[config.mk]
export PLATFORM = sky130hd
export DESIGN_NAME = bresenham_line_rasterizer
export DESIGN_NICKNAME = d
export VERILOG_FILES = /design/src/hdl/blr_pkg.sv /design/src/hdl/blr_ctrl.sv /design/src/hdl/blr_datapath.sv /design/src/hdl/bresenham_line_rasterizer.sv
export SDC_FILE = /design/constraint.sdc
export NUM_CORES = 1
export LEC_CHECK = 0
export BUFFER_PORTS_ARGS = -buffer_cell sky130_fd_sc_hd__buf_2
export CAP_MARGIN = 0
export CORE_MARGIN = 2
export CORE_UTILIZATION = 55
export DETAILED_ROUTE_END_ITERATION = 7
export HOLD_SLACK_MARGIN = 0.15
export MAX_ROUTING_LAYER = met4
export PLACE_DENSITY = 0.76
export SETUP_SLACK_MARGIN = 0.1
export SLEW_MARGIN = 30
export SYNTH_ARGS = -nofsm -noshare
export SYNTH_HDL_FRONTEND = slang
export SYNTH_SLANG_ARGS = --single-unit
[constraint.sdc]
create_clock -name clk -period 3.9 [get_ports clk]
set_clock_uncertainty 0.2 [all_clocks]
set_input_delay 0.585 -clock clk [delete_from_list [all_inputs] [get_ports clk]]
set_output_delay 0.585 -clock clk [all_outputs]
set_load 0.1 [all_outputs]
[src/hdl/blr_pkg.sv]
// Shared types and constants of the Bresenham line rasterizer.
// Used by blr_ctrl, blr_datapath and bresenham_line_rasterizer; depends on nothing.
package blr_pkg;

	localparam int COORD_BITS = 6;
	localparam int GRID_BITS = 7;
	// Room for the doubled deltas plus a sign bit.
	localparam int ERR_BITS = COORD_BITS + 3;
	localparam logic [GRID_BITS-1:0] GRID_RESET = GRID_BITS'(30);

	typedef logic [COORD_BITS-1:0] coord_t;
	typedef logic [GRID_BITS-1:0] grid_t;
	typedef logic signed [ERR_BITS-1:0] err_t;

	// Commands from the controller to the datapath.
	typedef struct packed {
		logic load;
		logic emit;
	} blr_cmd_t;

	// Status from the datapath to the controller.
	typedef struct packed {
		logic at_end;
		logic out_free;
	} blr_sts_t;

endpackage

[src/hdl/blr_ctrl.sv]
// Controller state machine of the line rasterizer: accepts a segment, then
// paces the datapath one pixel per free output slot. Depends on blr_pkg.
module blr_ctrl (
	input  logic              clk,
	input  logic              arst_n,
	input  logic              in_valid,
	output logic              in_stall,
	input  blr_pkg::blr_sts_t sts,
	output blr_pkg::blr_cmd_t cmd
);

	localparam logic ST_IDLE = 1'b0;
	localparam logic ST_RUN  = 1'b1;

	logic state_q;
	logic state_d;

	always_comb begin
		state_d = state_q;
		cmd = '0;
		in_stall = 1'b1;
		unique case (state_q)
			ST_IDLE: begin
				in_stall = 1'b0;
				if (in_valid) begin
					cmd.load = 1'b1;
					state_d = ST_RUN;
				end
			end
			ST_RUN: begin
				if (sts.out_free) begin
					cmd.emit = 1'b1;
					if (sts.at_end) begin
						state_d = ST_IDLE;
					end
				end
			end
			default: begin
				state_d = ST_IDLE;
			end
		endcase
	end

	always_ff @(posedge clk or negedge arst_n) begin
		if (!arst_n) begin
			state_q <= ST_IDLE;
		end else begin
			state_q <= state_d;
		end
	end

endmodule

[src/hdl/blr_datapath.sv]
// Datapath of the line rasterizer: octant setup, Bresenham walk registers,
// grid size register and the output register. Depends on blr_pkg.
module blr_datapath (
	input  logic                clk,
	input  logic                arst_n,
	input  blr_pkg::coord_t     start_x,
	input  blr_pkg::coord_t     start_y,
	input  blr_pkg::coord_t     end_x,
	input  blr_pkg::coord_t     end_y,
	input  logic                cfg_write,
	input  blr_pkg::grid_t      cfg_grid,
	input  blr_pkg::blr_cmd_t   cmd,
	output blr_pkg::blr_sts_t   sts,
	output logic                out_valid,
	input  logic                out_stall,
	output blr_pkg::coord_t     pixel_x,
	output blr_pkg::coord_t     pixel_y,
	output logic                inside_grid,
	output logic                last_pixel
);

	blr_pkg::grid_t  grid_q;
	blr_pkg::coord_t maj_q, mnr_q, end_q, dmaj_q, dmin_q;
	blr_pkg::err_t   err_q;
	logic            down_q, swap_q;
	logic            out_valid_q;
	blr_pkg::coord_t px_q, py_q;
	logic            inside_q, last_q;

	// Setup of a new segment.
	blr_pkg::coord_t dx_abs, dy_abs, a1, b1, a2, b2;
	blr_pkg::coord_t ma_lo, mi_lo, ma_hi, mi_hi, dmaj_c, dmin_c;
	logic            swap_c, rev_c, down_c;
	blr_pkg::err_t   err0_c;

	// Walk step.
	blr_pkg::err_t   twice_min, twice_maj, err_next;
	logic            err_pos;
	blr_pkg::coord_t cur_x, cur_y;

	always_comb begin
		dx_abs = (end_x > start_x) ? end_x - start_x : start_x - end_x;
		dy_abs = (end_y > start_y) ? end_y - start_y : start_y - end_y;
		swap_c = dy_abs > dx_abs;
		a1 = swap_c ? start_y : start_x;
		b1 = swap_c ? start_x : start_y;
		a2 = swap_c ? end_y : end_x;
		b2 = swap_c ? end_x : end_y;
		// Equal major coordinates keep the input order.
		rev_c = a2 < a1;
		ma_lo = rev_c ? a2 : a1;
		mi_lo = rev_c ? b2 : b1;
		ma_hi = rev_c ? a1 : a2;
		mi_hi = rev_c ? b1 : b2;
		dmaj_c = ma_hi - ma_lo;
		down_c = mi_hi < mi_lo;
		dmin_c = down_c ? mi_lo - mi_hi : mi_hi - mi_lo;
		err0_c = blr_pkg::err_t'({2'b00, dmin_c, 1'b0}) - blr_pkg::err_t'({3'b000, dmaj_c});
	end

	always_comb begin
		twice_min = blr_pkg::err_t'({2'b00, dmin_q, 1'b0});
		twice_maj = blr_pkg::err_t'({2'b00, dmaj_q, 1'b0});
		err_pos = !err_q[blr_pkg::ERR_BITS-1] && (err_q != '0);
		err_next = err_pos ? err_q + twice_min - twice_maj : err_q + twice_min;
		cur_x = swap_q ? mnr_q : maj_q;
		cur_y = swap_q ? maj_q : mnr_q;
	end

	assign sts.at_end = (maj_q == end_q);
	assign sts.out_free = !out_valid_q || !out_stall;

	always_ff @(posedge clk or negedge arst_n) begin
		if (!arst_n) begin
			grid_q <= blr_pkg::GRID_RESET;
			out_valid_q <= 1'b0;
		end else begin
			if (cfg_write) begin
				grid_q <= cfg_grid;
			end
			if (cmd.emit) begin
				out_valid_q <= 1'b1;
			end else if (!out_stall) begin
				out_valid_q <= 1'b0;
			end
		end
	end

	always_ff @(posedge clk) begin
		if (cmd.load) begin
			maj_q <= ma_lo;
			mnr_q <= mi_lo;
			end_q <= ma_hi;
			dmaj_q <= dmaj_c;
			dmin_q <= dmin_c;
			err_q <= err0_c;
			down_q <= down_c;
			swap_q <= swap_c;
		end else if (cmd.emit && !sts.at_end) begin
			maj_q <= maj_q + 1'b1;
			err_q <= err_next;
			if (err_pos) begin
				mnr_q <= down_q ? mnr_q - 1'b1 : mnr_q + 1'b1;
			end
		end
		if (cmd.emit) begin
			px_q <= cur_x;
			py_q <= cur_y;
			inside_q <= ({1'b0, cur_x} < grid_q) && ({1'b0, cur_y} < grid_q);
			last_q <= sts.at_end;
		end
	end

	assign out_valid = out_valid_q;
	assign pixel_x = px_q;
	assign pixel_y = py_q;
	assign inside_grid = inside_q;
	assign last_pixel = last_q;

endmodule

[src/hdl/bresenham_line_rasterizer.sv]
// Top level of the Bresenham line rasterizer, all eight octants.
// Joins blr_ctrl and blr_datapath; depends on blr_pkg.
//
//  Channel  Handshake             Payload
//  -------  --------------------  ------------------------------------------
//  in       in_valid / in_stall   start_x, start_y, end_x, end_y
//  out      out_valid / out_stall pixel_x, pixel_y, inside_grid, last_pixel
//  cfg      cfg_valid / cfg_ready grid_size
//
// A segment is loaded in a setup step, then walked one pixel per cycle while the output
// register is free, paced by the single walk unit in the datapath.
// The next segment is accepted as soon as the last pixel sits in the output register.
// A stalled output register holds the walk in place; no pixel is dropped.
// Reset restores grid_size to 30 and leaves the block idle with no output valid.
module bresenham_line_rasterizer (
	input  logic            clk,
	input  logic            arst_n,
	input  logic            in_valid,
	output logic            in_stall,
	input  blr_pkg::coord_t start_x,
	input  blr_pkg::coord_t start_y,
	input  blr_pkg::coord_t end_x,
	input  blr_pkg::coord_t end_y,
	output logic            out_valid,
	input  logic            out_stall,
	output blr_pkg::coord_t pixel_x,
	output blr_pkg::coord_t pixel_y,
	output logic            inside_grid,
	output logic            last_pixel,
	input  logic            cfg_valid,
	output logic            cfg_ready,
	input  blr_pkg::grid_t  grid_size
);

	blr_pkg::blr_cmd_t cmd;
	blr_pkg::blr_sts_t sts;

	assign cfg_ready = 1'b1;

	blr_ctrl u_ctrl (
		.clk      (clk),
		.arst_n   (arst_n),
		.in_valid (in_valid),
		.in_stall (in_stall),
		.sts      (sts),
		.cmd      (cmd)
	);

	blr_datapath u_datapath (
		.clk         (clk),
		.arst_n      (arst_n),
		.start_x     (start_x),
		.start_y     (start_y),
		.end_x       (end_x),
		.end_y       (end_y),
		.cfg_write   (cfg_valid && cfg_ready),
		.cfg_grid    (grid_size),
		.cmd         (cmd),
		.sts         (sts),
		.out_valid   (out_valid),
		.out_stall   (out_stall),
		.pixel_x     (pixel_x),
		.pixel_y     (pixel_y),
		.inside_grid (inside_grid),
		.last_pixel  (last_pixel)
	);

endmodule

# Word level (Yosys, flattened, before mapping)
# Cells that the tools add are included.
[classes]
addsub = 13
order_cmp = 7
eq_ne = 2
mux = 32
bitwise_logic = 1
reduce_logical = 12
[ops]
columns = ["operator", "n"]
rows = [
  ["6-bit 2-to-1 mux", 19],
  ["6-bit subtractor", 7],
  ["9-bit 2-to-1 mux", 3],
  ["6-bit greater-than comparator", 3],
  ["6-bit by 7-bit less-than comparator with 1-bit output", 2],
  ["6-bit by 1-bit adder with 6-bit output (second input constant)", 2],
  ["6-bit less-than comparator", 2],
  ["9-bit by 8-bit adder with 9-bit output", 1],
  ["1-bit 2-to-1 mux", 9],
  ["9-bit nonzero test", 1],
  ["9-bit by 8-bit subtractor with 9-bit output", 1],
  ["7-bit by 6-bit subtractor with 8-bit output", 1],
  ["6-bit equality test", 1],
  ["6-bit by 1-bit subtractor with 6-bit output (second input constant)", 1],
  ["1-bit logical NOT", 4],
  ["2-bit nonzero test", 2],
  ["1-bit logical AND", 3],
  ["2-bit by 1-bit != test with 1-bit output (second input constant)", 1],
  ["1-bit case mux with 2 select lines", 1],
  ["2-bit AND reduction", 1],
  ["1-bit logical OR", 1],
  ["1-bit inverter", 1],
]
[word_totals]
regBits = 64
in_bits = 36
out_inout_bits = 17
elab_cells = 82

# Logic depth before layout (Yosys ltp)
# Gate-level depths: netlist (run 1).
[logic_depth]
ltp_word = 10
ltp_mapped = 50
depth_no_buf = 45

# Cells and area by module
# From an unflattened synthesis (run 1), not the netlist that was laid out.
[unflattened]
hier_cells = 711
hier_area_um2 = 6485.0
[modules_own_cells]
columns = ["mod", "instances", "cells_each", "area_each_um2", "seq_area_each_um2"]
rows = [
  ["blr_datapath", 1, 704, 6418.7, 1856.8],
  ["blr_ctrl", 1, 5, 55.1, 25.0],
  ["bresenham_line_rasterizer", 1, 2, 11.3, 0.0],
]

# Least setup slack after synthesis (run 1)
# No wires, ideal clock.
[synth_path]
kind = "input to register"
from = "input port end_y[0]"
to = "register u_datapath.err_q[5], data pin"
setup_ns = 0.164
arrival_ns = 8.509
t_required_ns = 3.536
path_slack_ns = -4.973
stages = 44
n_path_buf = 4
path_cell_list = "inv_1 -> ha_1 -> inv_1 -> fa_1 -> a21o_1 -> a21o_1 -> a21o_1 -> a21oi_1 -> a31oi_1 -> a211oi_1 -> a21oi_1 -> xor2_1 -> ha_1 -> nand4_1 -> a21oi_1 -> o31a_1 -> buf_6 -> buf_6 -> [8 not listed] -> nor2_4 -> buf_4 -> mux4_2 -> ha_1 -> fa_1 -> nand2b_1 -> a21oi_2 -> o21ai_1 -> a21oi_2 -> inv_2 -> mux2i_1 -> xor2_1 -> ha_1 -> nor2b_1 -> o21a_1 -> o21a_1 -> or3_1 -> o21ai_0"
[synth_between]
elab_chain_cells = 10
word_cells_on_any_way = 21
cone_classes = "add/sub (6); order compare (4); mux (11)"
[synth_rtl]
columns = ["item", "line", "rtl"]
rows = [
  ["start, declared", "bresenham_line_rasterizer.sv:23", "input blr_pkg::coord_t end_y,"],
  ["6-bit subtractor or 6-bit greater-than comparator (tied branches)", "blr_datapath.sv:43", "dy_abs = (end_y > start_y) ? end_y - start_y : start_y - end_y;"],
  ["6-bit 2-to-1 mux", "blr_datapath.sv:43", ""],
  ["6-bit greater-than comparator", "blr_datapath.sv:44", "swap_c = dy_abs > dx_abs;"],
  ["6-bit 2-to-1 mux, on equally long branches", "blr_datapath.sv:47, blr_datapath.sv:45", ""],
  ["6-bit less-than comparator", "blr_datapath.sv:50", "rev_c = a2 < a1;"],
  ["6-bit 2-to-1 mux, on equally long branches", "blr_datapath.sv:54, blr_datapath.sv:52", ""],
  ["6-bit less-than comparator *", "blr_datapath.sv:56", "down_c = mi_hi < mi_lo;"],
  ["via u_datapath.down_c", "blr_datapath.sv:33", "logic swap_c, rev_c, down_c;"],
  ["6-bit 2-to-1 mux *", "blr_datapath.sv:57", "dmin_c = down_c ? mi_lo - mi_hi : mi_hi - mi_lo;"],
  ["via u_datapath.dmin_c[2]", "blr_datapath.sv:32", "blr_pkg::coord_t ma_lo, mi_lo, ma_hi, mi_hi, dmaj_c, dmin_c;"],
  ["7-bit by 6-bit subtractor with 8-bit output *", "blr_datapath.sv:58", "err0_c = blr_pkg::err_t'({2'b00, dmin_c, 1'b0}) - blr_pkg::err_t'({3'b000, dmaj_c});"],
  ["9-bit 2-to-1 mux *", "blr_datapath.sv:90", "if (cmd.load) begin"],
  ["end signal, assigned", "blr_datapath.sv:96", "err_q <= err0_c;"],
  ["end signal, assigned", "blr_datapath.sv:101", "err_q <= err_next;"],
  ["end, declared", "blr_datapath.sv:24", "blr_pkg::err_t err_q;"],
]
# Mark *: on every way through the listed nets, which the timed path passes. The rest lies on a longest branch.
# A chain may end at the register's enable or synchronous reset.

# Worst setup path after layout (run 1)
# Same ends and word-level chain as after synthesis.

==> flow_metrics.env, run 1 <==
export IMPL_run_status="finished with violations"
export IMPL_violations="negative setup slack"
export IMPL_hpwl_um=13700
export IMPL_die_w_um=111
export IMPL_synth_net_count=801
export IMPL_grt_pass1_vias=6528
export IMPL_worst_slew_pin_slew_ns=0.771
export IMPL_fin_crit_sh=2.32
export IMPL_synth_warnings=0
export IMPL_tritoncts="built"
export IMPL_portBuffers=51
export IMPL_dr_pass1_iters=5
export IMPL_hold_violations=0
export IMPL_worstPathArrival_ns=9.02
export IMPL_avgViaCountPerCell=6.26
export IMPL_finalWorstSetupSlack_ns=-5.15
export IMPL_syn_avg_cell_area_um2=9.26
export IMPL_synth_seq_cells=64
export IMPL_wl_per_cell_um=21.7
export IMPL_clkTransAtPathRegs_ns=0.06
export IMPL_grtUsageTotal=0.331
export IMPL_yosysTopAreaCell="edfxtp_1"
export IMPL_grt_max_degree=32
export IMPL_routed_wl_um=23300
export IMPL_antenna_found_initial=0
export IMPL_hp_class="in -> reg"
export IMPL_clock_latency_ns=0.34
export IMPL_syn_area_um2=6280
export IMPL_io_pins=53
export IMPL_drv_cap=0
export IMPL_synth_most_common_cell="inv_1"
export IMPL_layout_min_cycle_time_ns=9.05
export IMPL_remaining_drc_errors=0
export IMPL_cts_buffers_inserted=9
export IMPL_synth_common_cells="inv_1, ha_1, a21oi_1"
export IMPL_required_ns=3.87
export IMPL_min_path_cells=3
export IMPL_setup_viol=41
export IMPL_crit_fanout=6
export IMPL_num_rows=39
export IMPL_ys_async_sr_fraction=0.141
export IMPL_coreArea_um2=11300
export IMPL_crit_type="in -> reg"
export IMPL_nets=1049
export IMPL_vias=6727
export IMPL_cpMaxStageDelayCell="mux4_2"
export IMPL_slew_headroom=0.486
export IMPL_worstSetupEndpointType="register"
export IMPL_diodes=0
export IMPL_ys_flop_type="edfxtp_1"
export IMPL_layout_drive_gt1_share=0.429
export IMPL_synth_edf_count=55
export IMPL_maxSlewViolCount=0
export IMPL_synth_distinct_cells=71
export IMPL_max_freq_mhz=111
export IMPL_post_place_ws_ns=-5.00
export IMPL_fin_area_um2=9230
export IMPL_initialDrtViolationCount=793
export IMPL_grt_overflow=0
export IMPL_cts_max_level=3
export IMPL_reg2reg_depth=12
export IMPL_place_area_um2=8020
export IMPL_areaGrowthSynthToFinish_pct=46.8
export IMPL_ys_seq_area_frac=0.299
export IMPL_startpoint_type="input pin"
export IMPL_die_h_um=111
export IMPL_dieArea_um2=12300
export IMPL_gp_congestion=0.916
export IMPL_clk_path_buf_depth=2
export IMPL_yosysTopAreaCellShare=0.263
export IMPL_cts_sinks=64
export IMPL_synthTopCellsByArea="edfxtp_1, ha_1, a21oi_1"
export IMPL_final_antenna_net_count=0
export IMPL_rsz0062_at_grt="true"
export IMPL_start_util=0.558
export IMPL_crit_top_cell="a21oi_2"
export IMPL_syn_inst=679
export IMPL_grt_first_pass_wirelength_um=31700
export IMPL_cpPeakStageDelay_ns=0.56
export IMPL_cts_root_buf="clkbuf_16"
## placed cells by master, fill, tap and decap left out, types with 7 or more instances in the layout
cell and instances:
o211ai_1 8, ha_1 68, buf_6 9, o21bai_1 7
nand3_1 9, clkbuf_16 9, fa_1 7, buf_4 191
xnor2_1 23, a21o_1 23, nand2_1 40, inv_1 73
mux2i_1 24, o21ai_0 27, mux2_2 13, edfxtp_1 55
a21oi_2 16, a21oi_1 45, nand2b_1 7, xor2_1 16
o21ai_1 12, inv_2 7, buf_2 50, nor2b_1 10
nor2_1 34, ha_4 8, o21ai_2 8
## cell type report
class / count / area, um^2
Tap cell: 143 / 179
Multi-Input combinational cell: 510 / 4570
Inverter: 83 / 330
Sequential cell: 64 / 1880
Timing Repair Buffer: 259 / 1940
Clock buffer: 9 / 225
Fill cell: 565 / 2040
Clock inverter: 7 / 103
## flip-flops by register name (all words and copies together), names as in the netlist
signal / cells
u_datapath.err_q: 9
u_datapath.grid_q: 7
u_datapath.dmaj_q: 6
u_datapath.dmin_q: 6
u_datapath.end_q: 6
u_datapath.maj_q: 6
u_datapath.mnr_q: 6
u_datapath.pixel_x: 6
u_datapath.pixel_y: 6
u_ctrl.state_q: 1
u_datapath.down_q: 1
u_datapath.inside_grid: 1
u_datapath.last_pixel: 1
u_datapath.out_valid: 1
u_datapath.swap_q: 1
## critical path, delay by kind of cell
kind | cells | cell delay, ns
AOI/OAI and AO/OA | 17 | 3.05
muxes | 3 | 1.13
buffers and inverters | 4 | 0.36
xor gates and xnor gates | 2 | 0.45
adders and majority gates | 8 | 2.33
and+or+nand+nor | 6 | 1.10
## timing repair
item | in CTS | in global routing
resized for setup | 55 | 35
pin swaps | 43 | 32
endpoints found under the setup margin | 41 | 41
setup buffers | 36 | 18
hold buffers | 1 | 0
hold endpoints to repair | 9 | 0
cloned | 1 | 0
## path summary, 6_finish.rpt
check | from | endpoint | slack, ns
min in group asynchronous | arst_n | u_datapath.grid_q[0]$_DFFE_PN0P_ | 0.43
max reg2reg | u_datapath.err_q[1]$_DFFE_PP_ | u_datapath.err_q[8]$_DFFE_PP_ | 0.31
max | end_y[0] | u_datapath.err_q[5]$_DFFE_PP_ | -5.15
min reg2reg | u_datapath.out_valid$_DFFE_PN0P_ | u_datapath.out_valid$_DFFE_PN0P_ | 0.33
max in group asynchronous | arst_n | u_datapath.grid_q[4]$_DFFE_PN1P_ | 2.83
min | grid_size[4] | u_datapath.grid_q[4]$_DFFE_PN1P_ | 0.26
## metal layers
metal  vias up  global-route usage  wire length (um)
met2       493               0.581             11400
met4         0               0.168              1720
met5         -                   -                 0
met3       163              0.0547              2020
li1       2907                   -                 -
met1      3164               0.362              8180
## kinds of logic (layout without fill, tap and decap cells)
group                    after synthesis  count (layout)  share of synthesized area
AO/OA/AOI/OAI                        192             192                      0.193
AND/OR/NAND/NOR                      135             135                      0.103
buffers and inverters                105             358                     0.0681
adder cells (fa/ha/maj)               88              88                      0.187
flip-flops                            64              64                      0.299
multiplexers                          49              49                     0.0862
XOR/XNOR                              45              45                     0.0627
other                                  1               1                   0.000597
## per-stage QoR
stage                     instances  setup TNS, ns  hold slack [ns]  utilization
after floorplan                 679         -97.01           0.0894            -
after global placement         1005        -114.20            0.241        0.712
after detailed placement       1005        -125.32            0.251        0.712
after CTS                      1057        -100.20            0.261        0.790
after global routing           1075        -125.11            0.280        0.819
final                          1075        -119.63            0.262        0.819
Power of run 1 is not shown: default switching activity piles up to over one toggle a cycle in this logic, so the estimate is an artifact.
==> run 2, diff against run 1 <==
Settings changed: CORE_MARGIN 2 to default.
==> run 2 against run 1 <==
The run still ends with negative setup slack left. First-iteration DRC count shrank 6.2%. Clock-buffer cell count rose by 3. Final area down 0.77%. Flip-flop and latch count unchanged. Critical path depth up 3. Hold slack worse by 0.0013 ns. Worst setup slack improved by 0.31 ns. Global-route usage up 3.0 points. Die area down 3.6%. Largest cell class unchanged. Highest routed layer unchanged.
==> flow_metrics.env, run 2 (same netlist as run 1, synthesis figures left out) <==
export IMPL_remaining_drc_errors=0
export IMPL_hold_violations=0
export IMPL_clkTransAtPathRegs_ns=0.05
export IMPL_startpoint_type="input pin"
export IMPL_cts_root_buf="clkbuf_16"
export IMPL_layout_min_cycle_time_ns=8.74
export IMPL_use_met1=0.389
export IMPL_num_rows=38
export IMPL_max_freq_mhz=114
export IMPL_fin_area_um2=9160
export IMPL_drv_cap=0
export IMPL_worstSetupEndpointType="register"
export IMPL_crit_type="in -> reg"
export IMPL_crit_fanout=11
export IMPL_run_status="finished with violations"
export IMPL_slew_headroom=0.516
export IMPL_largest_reg_flops=9
export IMPL_hp_class="in -> reg"
export IMPL_layout_commonest_cell="buf_4"
export IMPL_busiest_layer="met2"
export IMPL_tritoncts="built"
export IMPL_die_w_um=109
export IMPL_cpMaxStageDelayCell="o21ai_1"
export IMPL_cts_sinks=64
export IMPL_fin_crit_sh=2.24
export IMPL_r2r_setup_slack_ns=-0.18
export IMPL_gp_congestion=0.999
export IMPL_hpwl_um=13700
export IMPL_antenna_found_initial=0
export IMPL_nets=1038
export IMPL_cts_buffers_inserted=9
export IMPL_grt_overflow=0
export IMPL_cts_max_level=3
export IMPL_coreArea_um2=11000
export IMPL_vias=6706
export IMPL_initialDrtViolationCount=744
export IMPL_areaGrowthSynthToFinish_pct=45.7
export IMPL_routed_wl_um=23500
export IMPL_die_h_um=109
export IMPL_io_pins=53
export IMPL_finalWorstSetupSlack_ns=-4.84
export IMPL_reg2reg_depth=10
export IMPL_crit_path_end="u_datapath.err_q[8]$_DFFE_PP_"
export IMPL_grt_use_met3=0.0634
export IMPL_dieArea_um2=11900
export IMPL_avgViaCountPerCell=6.32
export IMPL_final_antenna_net_count=0
export IMPL_wl_per_cell_um=22.1
export IMPL_worst_slew_pin_slew_ns=0.721
export IMPL_worst_r2r_endpoint="u_datapath.err_q[6]$_DFFE_PP_"
export IMPL_clock_latency_ns=0.34
export IMPL_grtUsageTotal=0.361
export IMPL_startpoint="end_x[0]"
export IMPL_regMostFlops="u_datapath.err_q"
export IMPL_setup_viol=40
export IMPL_violations="negative setup slack"
export IMPL_rsz0062_at_grt="true"
export IMPL_required_ns=3.84
export IMPL_grt_first_pass_wirelength_um=31400
export IMPL_clk_path_buf_depth=2
export IMPL_diodes=0
export IMPL_dr_pass1_iters=5
export IMPL_worstPathArrival_ns=8.68
export IMPL_top_regs="u_datapath.err_q x9, u_datapath.grid_q x7"
export IMPL_place_area_um2=8000
export IMPL_cpPeakStageDelay_ns=0.59
export IMPL_crit_top_cell="buf_4"
export IMPL_start_util=0.572
export IMPL_r2r_start="u_datapath.err_q[1]$_DFFE_PP_"
export IMPL_portBuffers=51
export IMPL_layout_drive_gt1_share=0.425
export IMPL_grt_max_degree=32
export IMPL_maxSlewViolCount=0
export IMPL_final_cell_mix="buf_4, inv_1, ha_1"
export IMPL_grt_use_met2=0.627
export IMPL_grt_pass1_vias=6431
-- run 2: cell types whose count changed in the layout (fill, tap and decap cells not counted), moves of 3 or more --
cell,change
ha_1,-3
buf_12,+3
buf_4,-16
buf_6,+6
o21ai_2,+4
nor2_2,-4
o21ai_1,-3
a21oi_1,+3
-- run 2: metrics by stage --
stage | std cells | hold WS (ns) | setup WS [ns] | utilization | TNS [ns]
floorplan | 679 | 0.0894 | -4.44 | - | -97.01
global placement | 999 | 0.245 | -4.69 | 0.728 | -114.06
detailed placement | 999 | 0.259 | -4.93 | 0.728 | -121.89
CTS | 1038 | 0.262 | -4.35 | 0.792 | -99.81
global route | 1061 | 0.269 | -5.16 | 0.834 | -123.92
finish | 1061 | 0.261 | -4.84 | 0.834 | -111.90
-- run 2: metal layers --
metal / share of wire / vias up
met2: 0.48 / 489
met5: 0 / -
li1: - / 2882
met1: 0.36 / 3128
met3: 0.084 / 207
met4: 0.077 / 0
-- run 2: area by class of cell --
cell class / instances / area (um^2)
fill: 550 / 1830
timing repair buffer: 248 / 1890
clock buffer: 12 / 256
inverter: 83 / 333
tap: 140 / 175
multi-input combinational: 510 / 4570
sequential: 64 / 1880
clock inverter: 4 / 53.8
-- run 2: worst min path at each step --
stage	from	to	slack, ns	cells past startpoint
after floorplan	arst_n	u_ctrl.state_q$_DFF_PN0_	0.09	0
final	grid_size[5]	u_datapath.grid_q[5]$_DFFE_PN0P_	0.26	3
after detailed placement	arst_n	u_datapath.out_valid$_DFFE_PN0P_	0.26	1
after global routing	grid_size[5]	u_datapath.grid_q[5]$_DFFE_PN0P_	0.27	3
after global placement	arst_n	u_ctrl.state_q$_DFF_PN0_	0.24	1
after CTS	grid_size[5]	u_datapath.grid_q[5]$_DFFE_PN0P_	0.26	3
-- run 2: critical path, delay by kind of cell --
family | cells | cell delay, ns
adders and majority gates | 6 | 1.76
buffers and inverters | 11 | 1.24
and+or+nand+nor | 5 | 0.81
xor gates and xnor gates | 1 | 0.11
muxes | 2 | 0.50
AOI/OAI and AO/OA | 18 | 3.60
-- run 2: what timing repair did --
action                                 4_1_cts  5_1_grt
setup endpoints to repair                   41       41
endpoints found under the hold margin        6        0
setup buffers                               24       27
hold buffers                                 1        0
pin swaps                                   48       20
gates resized for setup                     47       54
Power of run 2 is left out for the same reason.
==> run 3, diff against run 2 <==
Settings changed: CTS_BUF_LIST from default to sky130_fd_sc_hd__clkbuf_8.
==> run 3 against run 2 <==
The flow still finishes with violations (negative setup slack). Flip-flop and latch count unchanged. Non-clock buffer count increased by 3. Clock-buffer cell count fell by 1. Global-route usage fell by 3.3 points. Highest routed layer unchanged.
==> flow_metrics.env, run 3 (same netlist as run 1, synthesis figures left out) <==
export IMPL_num_rows=38
export IMPL_min_path_cells=3
export IMPL_slew_headroom=0.555
export IMPL_io_pins=53
export IMPL_die_w_um=109
export IMPL_max_freq_mhz=114
export IMPL_final_cell_mix="buf_4, inv_1, ha_1"
export IMPL_worstPathArrival_ns=8.77
export IMPL_startpoint_type="input pin"
export IMPL_vias=6443
export IMPL_cpPeakStageDelay_ns=0.57
export IMPL_dieArea_um2=11900
export IMPL_avgViaCountPerCell=6.06
export IMPL_layout_drive_gt1_share=0.417
export IMPL_largest_reg_flops=9
export IMPL_multi_input_area_um2=4520
export IMPL_nets=1041
export IMPL_cts_buffers_inserted=9
export IMPL_routed_wl_um=21400
export IMPL_hold_violations=0
export IMPL_top_regs="u_datapath.err_q x9, u_datapath.grid_q x7"
export IMPL_coreArea_um2=11000
export IMPL_r2r_setup_slack_ns=0.19
export IMPL_remaining_drc_errors=0
export IMPL_initialDrtViolationCount=655
export IMPL_drv_cap=0
export IMPL_reg2reg_depth=12
export IMPL_diodes=0
export IMPL_wl_per_cell_um=20.1
export IMPL_run_status="finished with violations"
export IMPL_layout_commonest_cell="buf_4"
export IMPL_violations="negative setup slack"
export IMPL_cpMaxStageDelayCell="mux4_2"
export IMPL_maxSlewViolCount=0
export IMPL_hp_class="in -> reg"
export IMPL_tritoncts="built"
export IMPL_clkTransAtPathRegs_ns=0.07
export IMPL_setup_viol=40
export IMPL_crit_type="in -> reg"
export IMPL_regMostFlops="u_datapath.err_q"
export IMPL_grtUsageTotal=0.328
export IMPL_rsz0062_at_grt="true"
export IMPL_holdWs_ns=0.240
export IMPL_layout_min_cycle_time_ns=8.77
export IMPL_worst_slew_pin_slew_ns=0.668
export IMPL_grt_max_degree=32
export IMPL_crit_top_cell="ha_1"
export IMPL_cp_num_cells=37
export IMPL_start_util=0.572
export IMPL_regArea_um2=1880
export IMPL_gp_congestion=0.999
export IMPL_cts_root_buf="clkbuf_8"
export IMPL_dr_pass1_iters=5
export IMPL_cp_num_buf_inv=5
export IMPL_final_antenna_net_count=0
export IMPL_final_core_util=0.819
export IMPL_required_ns=3.89
export IMPL_critical_path_top_delay_family="adder cells"
export IMPL_finalWorstSetupSlack_ns=-4.87
export IMPL_portBuffers=51
export IMPL_hpwl_um=13700
export IMPL_antenna_found_initial=0
export IMPL_grt_pass1_vias=6149
export IMPL_areaGrowthSynthToFinish_pct=43.2
export IMPL_cts_max_level=3
export IMPL_cts_sinks=64
export IMPL_grt_overflow=0
export IMPL_fill_cells=589
export IMPL_crit_fanout=7
export IMPL_die_h_um=109
export IMPL_clock_latency_ns=0.36
export IMPL_fin_crit_sh=2.25
export IMPL_worstSetupEndpointType="register"
export IMPL_clk_path_buf_depth=2
export IMPL_grt_first_pass_wirelength_um=28800
-- run 3: final cells by class --
| type | instances | share of cell area |
|---|---|---|
| clock inverters | 5 | 0.00640 |
| flip-flops and latches | 64 | 0.209 |
| well taps | 140 | 0.0195 |
| multi-input cells | 510 | 0.502 |
| repair buffers | 251 | 0.209 |
| clock buffers | 11 | 0.0168 |
| inverters | 83 | 0.0370 |
-- run 3: timing repair --
item,in CTS,in global routing
setup endpoints to repair,41,41
endpoints found under the hold margin,9,0
pin swaps,44,19
gates resized for setup,48,39
setup buffers,23,25
cloned,0,1
hold buffers,1,0
-- run 3: per-stage QoR --
step	setup TNS, ns	worst slack (ns)	area, um^2	cells
after floorplan	-97.01	-4.44	6590	679
after detailed placement	-121.89	-4.93	8000	999
after CTS	-99.21	-4.34	8590	1038
after global placement	-114.06	-4.69	8000	999
final	-110.71	-4.87	9000	1064
after global routing	-116.96	-5.10	9000	1064
-- run 3: worst paths after layout --
path                                                        from                                to
worst max-delay path                                  start_y[0]     u_datapath.err_q[5]$_DFFE_PP_
worst min-delay path                                grid_size[5]  u_datapath.grid_q[5]$_DFFE_PN0P_
worst min register to register  u_datapath.grid_q[6]$_DFFE_PN0P_  u_datapath.grid_q[6]$_DFFE_PN0P_
max in group asynchronous                                 arst_n  u_datapath.grid_q[3]$_DFFE_PN1P_
min in group asynchronous                                 arst_n  u_datapath.out_valid$_DFFE_PN0P_
worst max register to register     u_datapath.err_q[1]$_DFFE_PP_     u_datapath.err_q[8]$_DFFE_PP_
-- run 3: routing by layer --
layer | GRT usage | share of wire | vias up
li1 | - | - | 2884
met1 | 0.367 | 0.37 | 3011
met2 | 0.580 | 0.50 | 415
met3 | 0.0424 | 0.071 | 133
met4 | 0.150 | 0.062 | 0
met5 | - | 0 | -
-- run 3: worst min-delay path, delay by kind of cell --
family / cells / cell delay [ns]
buffers and inverters: 1 / 0.07
AOI/OAI and AO/OA: 1 / 0.06
and+or+nand+nor: 1 / 0.04
Power of run 3 is left out for the same reason.
